$ cat src/rtl/jlsc_pkg.sv
// jlsc_pkg: shared types and constants for the jerk limited stop command block.
// No dependencies.
`default_nettype none

package jlsc_pkg;

    localparam int JLSC_BISECT_STEPS = 32;
    localparam int DIV_W = 56;
    localparam int MUL_W = 32;

    localparam logic [24:0] DT_MIN = 25'd17;
    localparam logic [24:0] DT_MAX = 25'd16777216;

    typedef enum logic [1:0] {
        CFG_STEP_TIME  = 2'd0,
        CFG_ACCEL_LIM  = 2'd1,
        CFG_TURN_LIM   = 2'd2,
        CFG_JERK_LIM   = 2'd3
    } cfg_idx_t;

    typedef enum logic [1:0] {
        STAT_OK         = 2'd0,
        STAT_INVALID    = 2'd1,
        STAT_INFEASIBLE = 2'd2
    } status_t;

    typedef enum logic [1:0] {
        PH_HI  = 2'd0,
        PH_LO  = 2'd1,
        PH_MID = 2'd2
    } phase_t;

    typedef enum logic [4:0] {
        S_IDLE,
        S_CHECK,
        S_DELTA,
        S_TURN,
        S_THR,
        U_START,
        U_DIV,
        U_M1,
        U_M2,
        U_M3,
        U_M4,
        S_DECIDE,
        S_BIS,
        S_VEL,
        S_VEL2,
        S_ACC,
        S_OUT
    } state_t;

endpackage

`default_nettype wire

$ cat src/rtl/jlsc_mul.sv
// jlsc_mul: registered 32x32 unsigned multiplier shared by the sequencer.
// Depends on jlsc_pkg.
`default_nettype none

module jlsc_mul
    import jlsc_pkg::*;
(
    input  wire logic                 clk,
    input  wire logic [MUL_W-1:0]     op_a,
    input  wire logic [MUL_W-1:0]     op_b,
    output logic      [2*MUL_W-1:0]   prod
);

    logic [2*MUL_W-1:0] prod_reg;

    always_ff @(posedge clk)
    begin
        prod_reg <= op_a * op_b;
    end

    assign prod = prod_reg;

endmodule

`default_nettype wire

$ cat config.mk
export PLATFORM = sky130hd
export DESIGN_NAME = jlsc_mul
export DESIGN_NICKNAME = d
export VERILOG_FILES = /design/src/rtl/jlsc_pkg.sv /design/src/rtl/jlsc_mul.sv
export SDC_FILE = /design/constraint.sdc
export NUM_CORES = 2
export LEC_CHECK = 0
export ABC_AREA = 0
export BUFFER_PORTS_ARGS = -buffer_cell sky130_fd_sc_hd__buf_4
export CAP_MARGIN = 10
export CORE_AREA = 2 2 244 366
export DETAILED_ROUTE_END_ITERATION = 16
export DIE_AREA = 0 0 246 368
export MAX_ROUTING_LAYER = met4
export PLACE_DENSITY = 0.64
export SYNTH_ARGS = -nofsm -noshare
export SYNTH_HDL_FRONTEND = slang
export SYNTH_SLANG_ARGS = --single-unit
$ cat constraint.sdc
create_clock -name clk -period 13.2 [get_ports clk]
set_input_delay 2.64 -clock clk [delete_from_list [all_inputs] [get_ports clk]]
set_output_delay 2.64 -clock clk [all_outputs]
set_load 0.1 [all_outputs]
==> key figures <==
Worst hold path
  – HP Class: in2reg
  – Hold depth: 2
  – Worst Hold Launch: op_a[0]
  – Hold Path Sink: prod[0]$_DFF_P_

GRT
  – GR Util All Layers: 0.239
  – Global-route wire length before repair: between 150000 and 200000 um
  – Vias in the first global route: ~28k
  – Largest net degree at the start of global routing: 33
  – GR Overflow Total: 0
  – Initial antenna violation count: 1

Layout
  – Final nets: ~4.9k
  – Area Growth Syn to Fin: 5.29%
  – Commonest non-fill, non-tap cell in the layout: fa_1
  – Max reg flops: between 60 and 70
  – Most frequent cells in the layout: fa_1, inv_1, and2_1
  – Antenna diodes: 0
  – Layout cell share with drive strength beyond 1: 0.0438

Drt
  – Vias per std cell: 5.19
  – Top Metal Used: met4
  – WL/cell: 20.8 um
  – Detailed Routing Iterations Pass 1: 5
  – DR iter-0 viols: ~1.2k
  – Final WL: between 90000 and 100000 um
  – DR WL met2: approximately 55000 um
  – Vias post-DR: between 20k and 30k
  – Met3 WL post-DR: 3250 um
  – Routed Antenna Nets: 0
  – Met1 wire length: 32400 um
  – Residual DRC count: 0

Floorplan
  – Core Region: 87400 sq um
  – Core Rows: roughly 130
  – IO Pins: 129
  – Die X: between 200 and 250 um
  – Die area: around 91000 sq um
  – Die height: ~370 um
  – Initial Utilization: 0.397

Setup path
  – Req. time, crit path: between 10000 and 15000 ps
  – CP arrival: approximately 10000 ps
  – Kind of critical path: in2reg
  – Worst setup SP type: input pin
  – Crit path from: op_a[27]
  – Max FO, Critical Path: 32
  – CP Capture Type: register

Timing
  – Worst-Margin Slew: approximately 1100 ps
  – Final setup viols: 0
  – Fin. max-slew vios: 0
  – Max Fclk: 0.0994 GHz
  – Final Hold Vio Count: 0
  – Setup_tns: 0 ps
  – RSZ-0062 raised after global routing: no
  – Final Cycle Share: 0.762
  – Tmin final: around 10000 ps
  – Relative slew slack: 0.275

Logic synthesis
  – Post-synth ARST share: 0
  – #FFs+latches synth: 64
  – Ys Warns: 0
  – Syn Nets: approximately 5.0k
  – Primary FF master, synth: dfxtp_1
  – Netlist cell types: 57
  – Post-synth EDFFs: 0
  – Register area share after synthesis: 0.0369
  – Syn avg cell area: a little over 9 sq um
  – Synth Instances: ~3.7k
  – Synth Cell Area: 34700 sq um

Place
  – DP HPWL: around 82000 um
  – Placer congestion estimate: just over 0.9
  – PortBufs: 128

CTS
  – Post-CTS sizing: 0
  – CTS H-tree depth: 3
  – CTS root buffer: clkbuf_16
  – Post-CTS setup buffer count: 0
  – Clock Path Buffers: 2
  – Clk pin slew, worst setup/hold paths: roughly 70 ps
  – # hold bufs at CTS: 0
  – # clock sinks: 64
  – CTS tree: done
  – CTS buffer count: 9

Outcome
  – Status: finished clean

Flow run
  – Max-cap violation count: 0
-- area by class of cell --
cell class	count	area, sq um
Clock buffer	9	225
Tap cell	1147	1440
Inverter	865	3250
Fill cell	8685	50900
Clock inverter	7	47.5
Multi-Input combinational cell	2599	29300
Sequential cell	64	1280
Timing Repair Buffer	128	961
-- worst max-delay path by stage --
stage	cells past startpoint	end
after detailed placement	22	prod[62]$_DFF_P_
after global routing	25	prod[62]$_DFF_P_
after floorplan	25	prod[62]$_DFF_P_
after global placement	22	prod[62]$_DFF_P_
after CTS	22	prod[62]$_DFF_P_
final	22	prod[62]$_DFF_P_
-- logic make-up (layout without fill, tap and decap cells) --
family,Yosys count,in the layout,synth area share
flip-flops,64,64,0.0369
buffers and inverters,1085,1009,0.118
adder cells (fa/ha/maj),1159,1159,0.612
AO/OA/AOI/OAI,202,202,0.0415
multiplexers,1,1,0.000289
AND/OR/NAND/NOR,1177,1177,0.176
XOR/XNOR,60,60,0.0152
-- through the flow --
step | setup WS, ps | hold WS [ps] | utilization | area, sq um | cells
floorplan | 3810 | 2770 | - | 34700 | 3748
global placement | 2920 | 3130 | 0.415 | 36200 | 4803
detailed placement | 2870 | 3140 | 0.415 | 36200 | 4803
CTS | 3290 | 2700 | 0.418 | 36500 | 4819
global route | 2900 | 2740 | 0.418 | 36500 | 4819
finish | 3140 | 2730 | 0.418 | 36500 | 4819
-- synth_stat cells (2+ instances only) --
library cell,n,area share
fa_1,896,0.52
inv_1,865,0.094
and2_1,602,0.11
nand2_1,480,0.052
ha_1,263,0.095
clkbuf_1,213,0.023
dfxtp_1,64,0.037
a21oi_1,63,0.0091
a21o_1,40,0.0087
xnor2_1,35,0.0088
xor2_1,25,0.0063
nand4_1,23,0.0041
o21ai_0,21,0.0030
nor2_1,20,0.0022
and3_1,14,0.0025
a31oi_1,12,0.0022
nand3_1,10,0.0014
o21bai_1,10,0.0022
o21a_1,9,0.0019
nor3_1,7,0.0010
buf_2,6,0.00087
o21ai_1,5,0.00072
a221o_1,4,0.0012
a211oi_1,3,0.00065
a21boi_1,3,0.00065
a21oi_2,3,0.00076
a221oi_4,3,0.0023
and4_1,3,0.00076
o221ai_1,3,0.00076
o31ai_4,3,0.0018
or2_2,3,0.00054
or3_1,3,0.00054
or4_1,3,0.00065
a311oi_1,2,0.00051
and3b_1,2,0.00051
nand2b_1,2,0.00036
nor2b_1,2,0.00036
o211ai_1,2,0.00043
o221a_2,2,0.00065
o31ai_1,2,0.00043
-- routing by layer --
| metal | vias up | global-route usage |
|---|---|---|
| met2 | 759 | 0.436 |
| met3 | 336 | 0.0219 |
| met5 | - | - |
| met1 | 13300 | 0.234 |
| met4 | 0 | 0.177 |
| li1 | 10700 | - |
-- critical path, stage by stage --
cell and delay, ps:
buf_4 350, nand2_1 150, fa_1 540, fa_1 550, fa_1 520, fa_1 520, inv_1 50, fa_1 590
fa_1 450, fa_1 500, inv_1 50, fa_1 500, inv_1 50, ha_1 440, nand4_1 250, nor3_1 490
o2111ai_1 430, a31oi_1 570, a31o_2 300, a211oi_1 110, o21ai_1 170, xor2_1 140
Power is not shown: default switching activity piles up to over one toggle a cycle in this logic, so the estimate is an artifact.
